==> config.mk <==
export PLATFORM = sky130hd
export DESIGN_NAME = unix_seconds_to_calendar_date_core
export DESIGN_NICKNAME = d
export VERILOG_FILES = /design/src/rtl/u2cal_pkg.sv /design/src/rtl/u2cal_useq.sv /design/src/rtl/u2cal_dp.sv /design/src/rtl/unix_seconds_to_calendar_date_core.sv
export SDC_FILE = /design/constraint.sdc
export NUM_CORES = 2
export LEC_CHECK = 0
export BUFFER_PORTS_ARGS = -buffer_cell sky130_fd_sc_hd__buf_2
export CAP_MARGIN = 30
export CORE_MARGIN = 4
export CORE_UTILIZATION = 40
export CTS_CLUSTER_DIAMETER = 200
export DETAILED_ROUTE_END_ITERATION = 10
export PLACE_DENSITY = 0.57
export SLEW_MARGIN = 20
export SYNTH_ARGS = -nofsm -noshare
export SYNTH_HDL_FRONTEND = slang
export SYNTH_SLANG_ARGS = --single-unit
==> constraint.sdc <==
create_clock -name clk -period 12.2 [get_ports clk]
set_input_delay 2.44 -clock clk [delete_from_list [all_inputs] [get_ports clk]]
set_output_delay 2.44 -clock clk [all_outputs]
set_load 0.03 [all_outputs]
==> src/rtl/u2cal_pkg.sv <==
// ----------------------------------------------------------------------------
// u2cal_pkg
// Shared types, constants, the microcode program and the month table for the
// unix seconds to calendar date converter.
// ----------------------------------------------------------------------------
package u2cal_pkg;

  localparam int UPC_W     = 4;
  localparam int SECS_W    = 32;
  localparam int DAYS_W    = 16;
  localparam int YEAR_W    = 12;
  localparam int RECIP_W   = 26;
  localparam int PROD_W    = SECS_W + RECIP_W;

  localparam logic [SECS_W-1:0] DAY_SECS  = 32'd86400;
  localparam logic [SECS_W-1:0] HOUR_SECS = 32'd3600;
  localparam logic [SECS_W-1:0] MIN_SECS  = 32'd60;

  // x / 86400 = ((x >> 7) * 50903317) >> 35, exact for every 32-bit x
  localparam int                 DAY_PRE    = 7;
  localparam logic [RECIP_W-1:0] DAY_RECIP  = 26'd50903317;
  localparam int                 DAY_POST   = 35;
  // exact for any remainder below one day
  localparam int                 HOUR_PRE   = 4;
  localparam logic [RECIP_W-1:0] HOUR_RECIP = 26'd9321;
  localparam int                 HOUR_POST  = 21;
  // exact for any remainder below one hour
  localparam int                 MIN_PRE    = 2;
  localparam logic [RECIP_W-1:0] MIN_RECIP  = 26'd1093;
  localparam int                 MIN_POST   = 14;

  localparam logic [YEAR_W-1:0] BASE_YEAR    = 12'd1970;
  localparam logic [1:0]        BASE_MOD4    = 2'd2;
  localparam logic [6:0]        BASE_MOD100  = 7'd70;
  localparam logic [8:0]        BASE_MOD400  = 9'd370;
  localparam logic [6:0]        LAST_MOD100  = 7'd99;
  localparam logic [8:0]        LAST_MOD400  = 9'd399;
  localparam logic [8:0]        YEAR_DAYS    = 9'd365;
  localparam logic [8:0]        LEAP_DAYS    = 9'd366;
  localparam logic [3:0]        LAST_MONTH   = 4'd12;

  // program step addresses
  localparam logic [UPC_W-1:0] ST_IDLE  = 4'd0;
  localparam logic [UPC_W-1:0] ST_DIVD  = 4'd1;
  localparam logic [UPC_W-1:0] ST_REMD  = 4'd2;
  localparam logic [UPC_W-1:0] ST_YEAR  = 4'd3;
  localparam logic [UPC_W-1:0] ST_MONTH = 4'd4;
  localparam logic [UPC_W-1:0] ST_DIVH  = 4'd5;
  localparam logic [UPC_W-1:0] ST_REMH  = 4'd6;
  localparam logic [UPC_W-1:0] ST_DIVM  = 4'd7;
  localparam logic [UPC_W-1:0] ST_REMM  = 4'd8;
  localparam logic [UPC_W-1:0] ST_EMIT  = 4'd9;

  typedef enum logic [2:0] {
    OP_IDLE,
    OP_DIV,
    OP_REM,
    OP_YEAR,
    OP_MONTH,
    OP_NOP,
    OP_EMIT
  } op_t;

  typedef enum logic [1:0] {
    DS_DAY,
    DS_HOUR,
    DS_MIN
  } dsel_t;

  typedef enum logic [2:0] {
    C_NONE,
    C_NOACC,
    C_YGE,
    C_MGE,
    C_OBUSY,
    C_ALWAYS
  } cond_t;

  typedef struct packed {
    op_t              op;
    dsel_t            dsel;
    cond_t            cond;
    logic [UPC_W-1:0] target;
  } uword_t;

  typedef struct packed {
    logic y_ge;
    logic m_ge;
    logic out_busy;
  } status_t;

  function automatic uword_t ucode(input logic [UPC_W-1:0] addr);
    uword_t w;
    w = '{op: OP_NOP, dsel: DS_DAY, cond: C_NONE, target: ST_IDLE};
    case (addr)
      ST_IDLE: begin
        w.op = OP_IDLE; w.cond = C_NOACC; w.target = ST_IDLE;
      end
      ST_DIVD: begin
        w.op = OP_DIV; w.dsel = DS_DAY;
      end
      ST_REMD: begin
        w.op = OP_REM; w.dsel = DS_DAY;
      end
      ST_YEAR: begin
        w.op = OP_YEAR; w.cond = C_YGE; w.target = ST_YEAR;
      end
      ST_MONTH: begin
        w.op = OP_MONTH; w.cond = C_MGE; w.target = ST_MONTH;
      end
      ST_DIVH: begin
        w.op = OP_DIV; w.dsel = DS_HOUR;
      end
      ST_REMH: begin
        w.op = OP_REM; w.dsel = DS_HOUR;
      end
      ST_DIVM: begin
        // repeats harmlessly while the previous result still waits
        w.op = OP_DIV; w.dsel = DS_MIN; w.cond = C_OBUSY; w.target = ST_DIVM;
      end
      ST_REMM: begin
        w.op = OP_REM; w.dsel = DS_MIN;
      end
      ST_EMIT: begin
        w.op = OP_EMIT; w.cond = C_ALWAYS; w.target = ST_IDLE;
      end
      default: begin
        w.op = OP_NOP; w.cond = C_ALWAYS; w.target = ST_IDLE;
      end
    endcase
    return w;
  endfunction

  function automatic logic [4:0] month_len(input logic [3:0] m, input logic leap);
    logic [4:0] n;
    case (m)
      4'd1:    n = 5'd31;
      4'd2:    n = leap ? 5'd29 : 5'd28;
      4'd3:    n = 5'd31;
      4'd4:    n = 5'd30;
      4'd5:    n = 5'd31;
      4'd6:    n = 5'd30;
      4'd7:    n = 5'd31;
      4'd8:    n = 5'd31;
      4'd9:    n = 5'd30;
      4'd10:   n = 5'd31;
      4'd11:   n = 5'd30;
      default: n = 5'd31;
    endcase
    return n;
  endfunction

endpackage

==> src/rtl/u2cal_useq.sv <==
// ----------------------------------------------------------------------------
// u2cal_useq
// Microprogram sequencer: step counter, control store and jump condition.
// ----------------------------------------------------------------------------
module u2cal_useq (
  input  logic               clk,
  input  logic               rst,
  input  logic               in_valid,
  input  u2cal_pkg::status_t stat,
  output u2cal_pkg::uword_t  ctl,
  output logic               in_ready
);
  import u2cal_pkg::*;

  logic [UPC_W-1:0] upc;
  logic [UPC_W-1:0] upc_next;
  logic             take;

  assign ctl      = ucode(upc);
  assign in_ready = (ctl.op == OP_IDLE);

  always_comb begin
    case (ctl.cond)
      C_NONE:   take = 1'b0;
      C_NOACC:  take = !in_valid;
      C_YGE:    take = stat.y_ge;
      C_MGE:    take = stat.m_ge;
      C_OBUSY:  take = stat.out_busy;
      C_ALWAYS: take = 1'b1;
      default:  take = 1'b0;
    endcase
    // the last step jumps back to idle
    upc_next = take ? ctl.target : upc + UPC_W'(1);
  end

  always_ff @(posedge clk) begin
    if (rst) begin
      upc <= ST_IDLE;
    end else begin
      upc <= upc_next;
    end
  end

endmodule

==> src/rtl/u2cal_dp.sv <==
// ----------------------------------------------------------------------------
// u2cal_dp
// Datapath: reciprocal divider, year and month step-off, output register.
// ----------------------------------------------------------------------------
module u2cal_dp (
  input  logic               clk,
  input  logic               rst,
  input  u2cal_pkg::uword_t  ctl,
  input  logic               in_valid,
  input  logic [31:0]        epoch_seconds,
  input  logic               out_ready,
  output u2cal_pkg::status_t stat,
  output logic               out_valid,
  output logic [11:0]        year,
  output logic [3:0]         month,
  output logic [4:0]         day,
  output logic [4:0]         hour,
  output logic [5:0]         minute,
  output logic [5:0]         second
);
  import u2cal_pkg::*;

  logic [SECS_W-1:0] rem;
  logic [DAYS_W-1:0] days;
  logic [YEAR_W-1:0] yr;
  logic [1:0]        mod4;
  logic [6:0]        mod100;
  logic [8:0]        mod400;
  logic [3:0]        mon;
  logic [4:0]        hr;
  logic [5:0]        mn;

  logic [SECS_W-1:0]  base;
  logic [SECS_W-1:0]  scaled;
  logic [RECIP_W-1:0] recip;
  logic [PROD_W-1:0]  prod;
  logic [DAYS_W-1:0]  quo;
  logic [SECS_W-1:0]  qsel;
  logic [SECS_W-1:0]  back;
  logic               leap;
  logic [8:0]         ylen;
  logic [4:0]         mlen;
  logic               emit_fire;

  always_comb begin
    case (ctl.dsel)
      DS_DAY: begin
        base = DAY_SECS; scaled = rem >> DAY_PRE; recip = DAY_RECIP;
      end
      DS_HOUR: begin
        base = HOUR_SECS; scaled = rem >> HOUR_PRE; recip = HOUR_RECIP;
      end
      DS_MIN: begin
        base = MIN_SECS; scaled = rem >> MIN_PRE; recip = MIN_RECIP;
      end
      default: begin
        base = DAY_SECS; scaled = rem >> DAY_PRE; recip = DAY_RECIP;
      end
    endcase
  end

  assign prod = PROD_W'(scaled) * PROD_W'(recip);

  always_comb begin
    case (ctl.dsel)
      DS_DAY: begin
        quo = prod[DAY_POST +: DAYS_W]; qsel = SECS_W'(days);
      end
      DS_HOUR: begin
        quo = prod[HOUR_POST +: DAYS_W]; qsel = SECS_W'(hr);
      end
      DS_MIN: begin
        quo = prod[MIN_POST +: DAYS_W]; qsel = SECS_W'(mn);
      end
      default: begin
        quo = prod[DAY_POST +: DAYS_W]; qsel = SECS_W'(days);
      end
    endcase
  end

  assign back = qsel * base;
  assign leap = ((mod4 == 2'd0) && (mod100 != 7'd0)) || (mod400 == 9'd0);
  assign ylen = leap ? LEAP_DAYS : YEAR_DAYS;
  assign mlen = month_len(mon, leap);

  assign stat.y_ge     = (days >= DAYS_W'(ylen));
  assign stat.m_ge     = (mon != LAST_MONTH) && (days >= DAYS_W'(mlen));
  assign stat.out_busy = out_valid && !out_ready;

  // the program only reaches this step once the output register is free
  assign emit_fire = (ctl.op == OP_EMIT);

  always_ff @(posedge clk) begin
    case (ctl.op)
      OP_IDLE: begin
        if (in_valid) begin
          rem    <= epoch_seconds;
          yr     <= BASE_YEAR;
          mod4   <= BASE_MOD4;
          mod100 <= BASE_MOD100;
          mod400 <= BASE_MOD400;
          mon    <= 4'd1;
        end
      end
      OP_DIV: begin
        case (ctl.dsel)
          DS_DAY:  days <= quo;
          DS_HOUR: hr   <= quo[4:0];
          DS_MIN:  mn   <= quo[5:0];
          default: days <= quo;
        endcase
      end
      OP_REM: begin
        rem <= rem - back;
      end
      OP_YEAR: begin
        if (stat.y_ge) begin
          days   <= days - DAYS_W'(ylen);
          yr     <= yr + YEAR_W'(1);
          mod4   <= mod4 + 2'd1;
          mod100 <= (mod100 == LAST_MOD100) ? 7'd0 : mod100 + 7'd1;
          mod400 <= (mod400 == LAST_MOD400) ? 9'd0 : mod400 + 9'd1;
        end
      end
      OP_MONTH: begin
        if (stat.m_ge) begin
          days <= days - DAYS_W'(mlen);
          mon  <= mon + 4'd1;
        end
      end
      default: begin
      end
    endcase

    if (emit_fire) begin
      year   <= yr;
      month  <= mon;
      day    <= days[4:0] + 5'd1;
      hour   <= hr;
      minute <= mn;
      second <= rem[5:0];
    end
  end

  always_ff @(posedge clk) begin
    if (rst) begin
      out_valid <= 1'b0;
    end else if (emit_fire) begin
      out_valid <= 1'b1;
    end else if (out_ready) begin
      out_valid <= 1'b0;
    end
  end

endmodule

==> src/rtl/unix_seconds_to_calendar_date_core.sv <==
// ----------------------------------------------------------------------------
// unix_seconds_to_calendar_date_core
// Converts unsigned seconds since 1970-01-01 00:00:00 to calendar date and time.
// ----------------------------------------------------------------------------
// an accepted transaction runs the day divide and remainder, steps off Y years
// past 1970 (0..136) and M months (0..11), then runs the hour and minute divides
// and remainders and the emit step; a result still waiting in the output
// register holds the minute divide; a new transaction is taken only in the idle
// step, and the microprogram steps off one year or one month per cycle
// reset clears the step counter and out_valid; no other state
module unix_seconds_to_calendar_date_core (
  input  logic        clk,
  input  logic        rst,
  input  logic        in_valid,
  output logic        in_ready,
  input  logic [31:0] epoch_seconds,
  output logic        out_valid,
  input  logic        out_ready,
  output logic [11:0] year,
  output logic [3:0]  month,
  output logic [4:0]  day,
  output logic [4:0]  hour,
  output logic [5:0]  minute,
  output logic [5:0]  second
);
  import u2cal_pkg::*;

  uword_t  ctl;
  status_t stat;

  u2cal_useq u_seq (
    .clk      (clk),
    .rst      (rst),
    .in_valid (in_valid),
    .stat     (stat),
    .ctl      (ctl),
    .in_ready (in_ready)
  );

  u2cal_dp u_dp (
    .clk           (clk),
    .rst           (rst),
    .ctl           (ctl),
    .in_valid      (in_valid),
    .epoch_seconds (epoch_seconds),
    .out_ready     (out_ready),
    .stat          (stat),
    .out_valid     (out_valid),
    .year          (year),
    .month         (month),
    .day           (day),
    .hour          (hour),
    .minute        (minute),
    .second        (second)
  );

endmodule
==> results.txt <==
r2r worst-path depth - 30
area of the core - 73,100 µm²
Area Overhead vs Synth - 7.62%
final net count - 4,199
Vias/cell - 5.08
RSZ-0062 raised after global routing - no
Clock Skew - 0.0190 ns
CP startpoint kind - register
Cells after DPL - 4,144
hold bufs inserted after CTS - 0
total gr overflow - 0
minimum clock period - 10.12 ns
Worst path most repeated cell - fa_1
Mapped Area - 29,500 µm²
port bufs - 75
Fmax - 98.8 MHz
Clock Path Buffers - 2
CP max stage delay - 0.83 ns
Initial Utilization - 40.4%
Setup-failing EPs final - 0
Warnings, synthesis - 0
vias in the first global route - 22.2k
multi-input logic area - 22,100 µm²
average cell area after synthesis - 9.48 µm²
fillers - 7,258
antenna cells - 0
ys async rst share - 0%
clock insertion delay at the later pin of the skew report - 0.49 ns
FF+latch area - 4030 µm²
Setup CP Type - register to register
DP Wirelength - 69,800 µm
measured slew at the worst slew-check pin - 0.892 ns
WL/cell - 19.4 µm
gpl congestion - 0.968
leading area contributor after synthesis - fa_1
CP max FO - 63
I/O Pins - 76
Syn Inst Count - 3,115
final setup TNS - 0 ns
Rows - 99
Worst setup EP type - register
Yosys cell types - 69
first-pass iteration count of the detailed router - 5
number of synthesized flops with an enable pin - 131
CTS Buf Count - 17
DP Area - 31,200 µm²
max-cap violations - 0
worst path required time - 12.44 ns
Slowest cell on crit path - ha_4
die extent in x - 280 µm
top cell type's share of synthesized area - 34.0%
Finished Layout Cells - 4,176
Total Routed Length - 81,000 µm
fin crit share - 83.0%
initial antenna violation count - 1
outcome - completed
Slew Limit Headroom - 40.5%
hold depth - 0
largest net degree at the start of global routing - 67
CTS sink count - 136
root buf cell - clkbuf_16
via count - 21.2k
layout cells sized above 1 - 4.69%
Max Slew Vio Count - 0
CTS tree - built
die area - 78,200 µm²
H-tree Lvls - 4
first-pass GRT wire length - 128,000 µm
Detail Route Antenna Nets - 0
die extent in y - 280 µm
fin area - 31,800 µm²
Resize count post-CTS - 0
initial drt markers - 1,296
Final Hold Fails - 0
dominant synthesized flop cell - edfxtp_1
Total GRT Usage - 21.3%
sequential element share of the synthesized area - 13.7%
CP Data Arrival Time - 10.37 ns
Setup Buffers After CTS - 0
Area contributors post-synth - fa_1, ha_1, edfxtp_1, inv_1, nand2_1
Worst-path clk slew - 0.07 ns
DR DRC count - 0
Synth Register Bits - 136
Worst Hold Class - register to register
## cells by family after synthesis
family | share of synthesized area [%]
compound gates | 8.91
xor+xnor | 2.85
simple gates | 8.83
flops | 13.7
fa+ha+maj | 53.4
buf+inv | 12.1
other cells | 0.0254
mux | 0.216
## worst max-delay path: cells and delay by family, from the launching register on
family	cells	cell delay, ns
XOR/XNOR	1	0.20
AND/OR/NAND/NOR	5	1.03
AO/OA/AOI/OAI	8	2.51
buffers and inverters	7	0.75
adder cells (fa/ha/maj)	9	4.67
flip-flops	1	0.68
## placed cells by master, fill, tap and decap left out, types with 28 or more instances in the layout
master,netlist,final
inv_1,877,877
fa_1,502,502
ha_1,457,454
nand2_1,201,200
nor2_1,162,160
edfxtp_1,131,131
o21ai_0,102,102
a21oi_1,98,98
buf_2,3,75
xnor2_1,54,54
conb_1,2,51
xor2_1,42,42
a22oi_1,37,37
nand3_1,36,36
nor3_1,29,29
a21o_1,28,28
## flip-flops by register name (all words and copies together) (netlist names), 2 cells and up
| name | count |
|---|---|
| u_dp.mod100 | 7 |
| u_dp.mod4 | 2 |
| u_dp.hour | 5 |
| u_dp.mod400 | 9 |
| u_dp.hr | 5 |
| u_seq.upc | 4 |
| u_dp.month | 4 |
| u_dp.year | 12 |
| u_dp.yr | 12 |
| u_dp.second | 6 |
| u_dp.mn | 6 |
| u_dp.day | 5 |
| u_dp.days | 16 |
| u_dp.rem | 32 |
| u_dp.minute | 6 |
| u_dp.mon | 4 |
## metal layers
layer | part of all wire [%] | vias to the layer above | global-route usage [%]
li1 | - | 9945 | -
met1 | 45 | 10600 | 29.7
met2 | 46 | 589 | 34.6
met3 | 5.9 | 108 | 3.49
met4 | 2.5 | 0 | 5.91
met5 | 0 | - | 0
## synthesized netlist by cell type, types with 15 or more instances
library cell,instances
inv_1,877
fa_1,502
ha_1,457
nand2_1,201
nor2_1,162
edfxtp_1,131
o21ai_0,102
a21oi_1,98
clkbuf_1,58
xnor2_1,54
xor2_1,42
a22oi_1,37
nand3_1,36
nor3_1,29
a21o_1,28
and2_1,26
and3_1,24
nand2b_1,23
a31oi_1,15
nand4_1,15
nor2b_1,15
## per-stage QoR
stage / worst slack, ns / util, % / hold slack (ns)
after floorplan: 3.17 / - / 0.417
after CTS: 2.23 / 43.5 / 0.493
after global placement: 2.29 / 42.6 / 0.476
final: 2.08 / 43.5 / 0.491
after global routing: 1.53 / 43.5 / 0.497
after detailed placement: 2.29 / 42.7 / 0.473
## layout make-up
cell class	count	share of cell area, %
clock buffers	17	1.34
clock inverters	15	0.543
inverters	878	10.4
multi-input cells	2081	69.7
flip-flops and latches	136	12.7
well taps	959	3.78
repair buffers	90	1.58
## final timing paths
check / slack [ns] / start / to
worst max-delay path: 2.08 / u_seq.upc[2]$_SDFF_PP0_ / u_dp.days[1]$_DFFE_PP_
worst min-delay path: 0.49 / u_dp.yr[11]$_SDFFCE_PN0P_ / u_dp.year[11]$_DFFE_PP_
worst max register to register: 2.08 / u_seq.upc[2]$_SDFF_PP0_ / u_dp.days[1]$_DFFE_PP_
worst min register to register: 0.49 / u_dp.yr[11]$_SDFFCE_PN0P_ / u_dp.year[11]$_DFFE_PP_
Power is not shown: default switching activity piles up to over one toggle a cycle in this logic, so the estimate is an artifact.
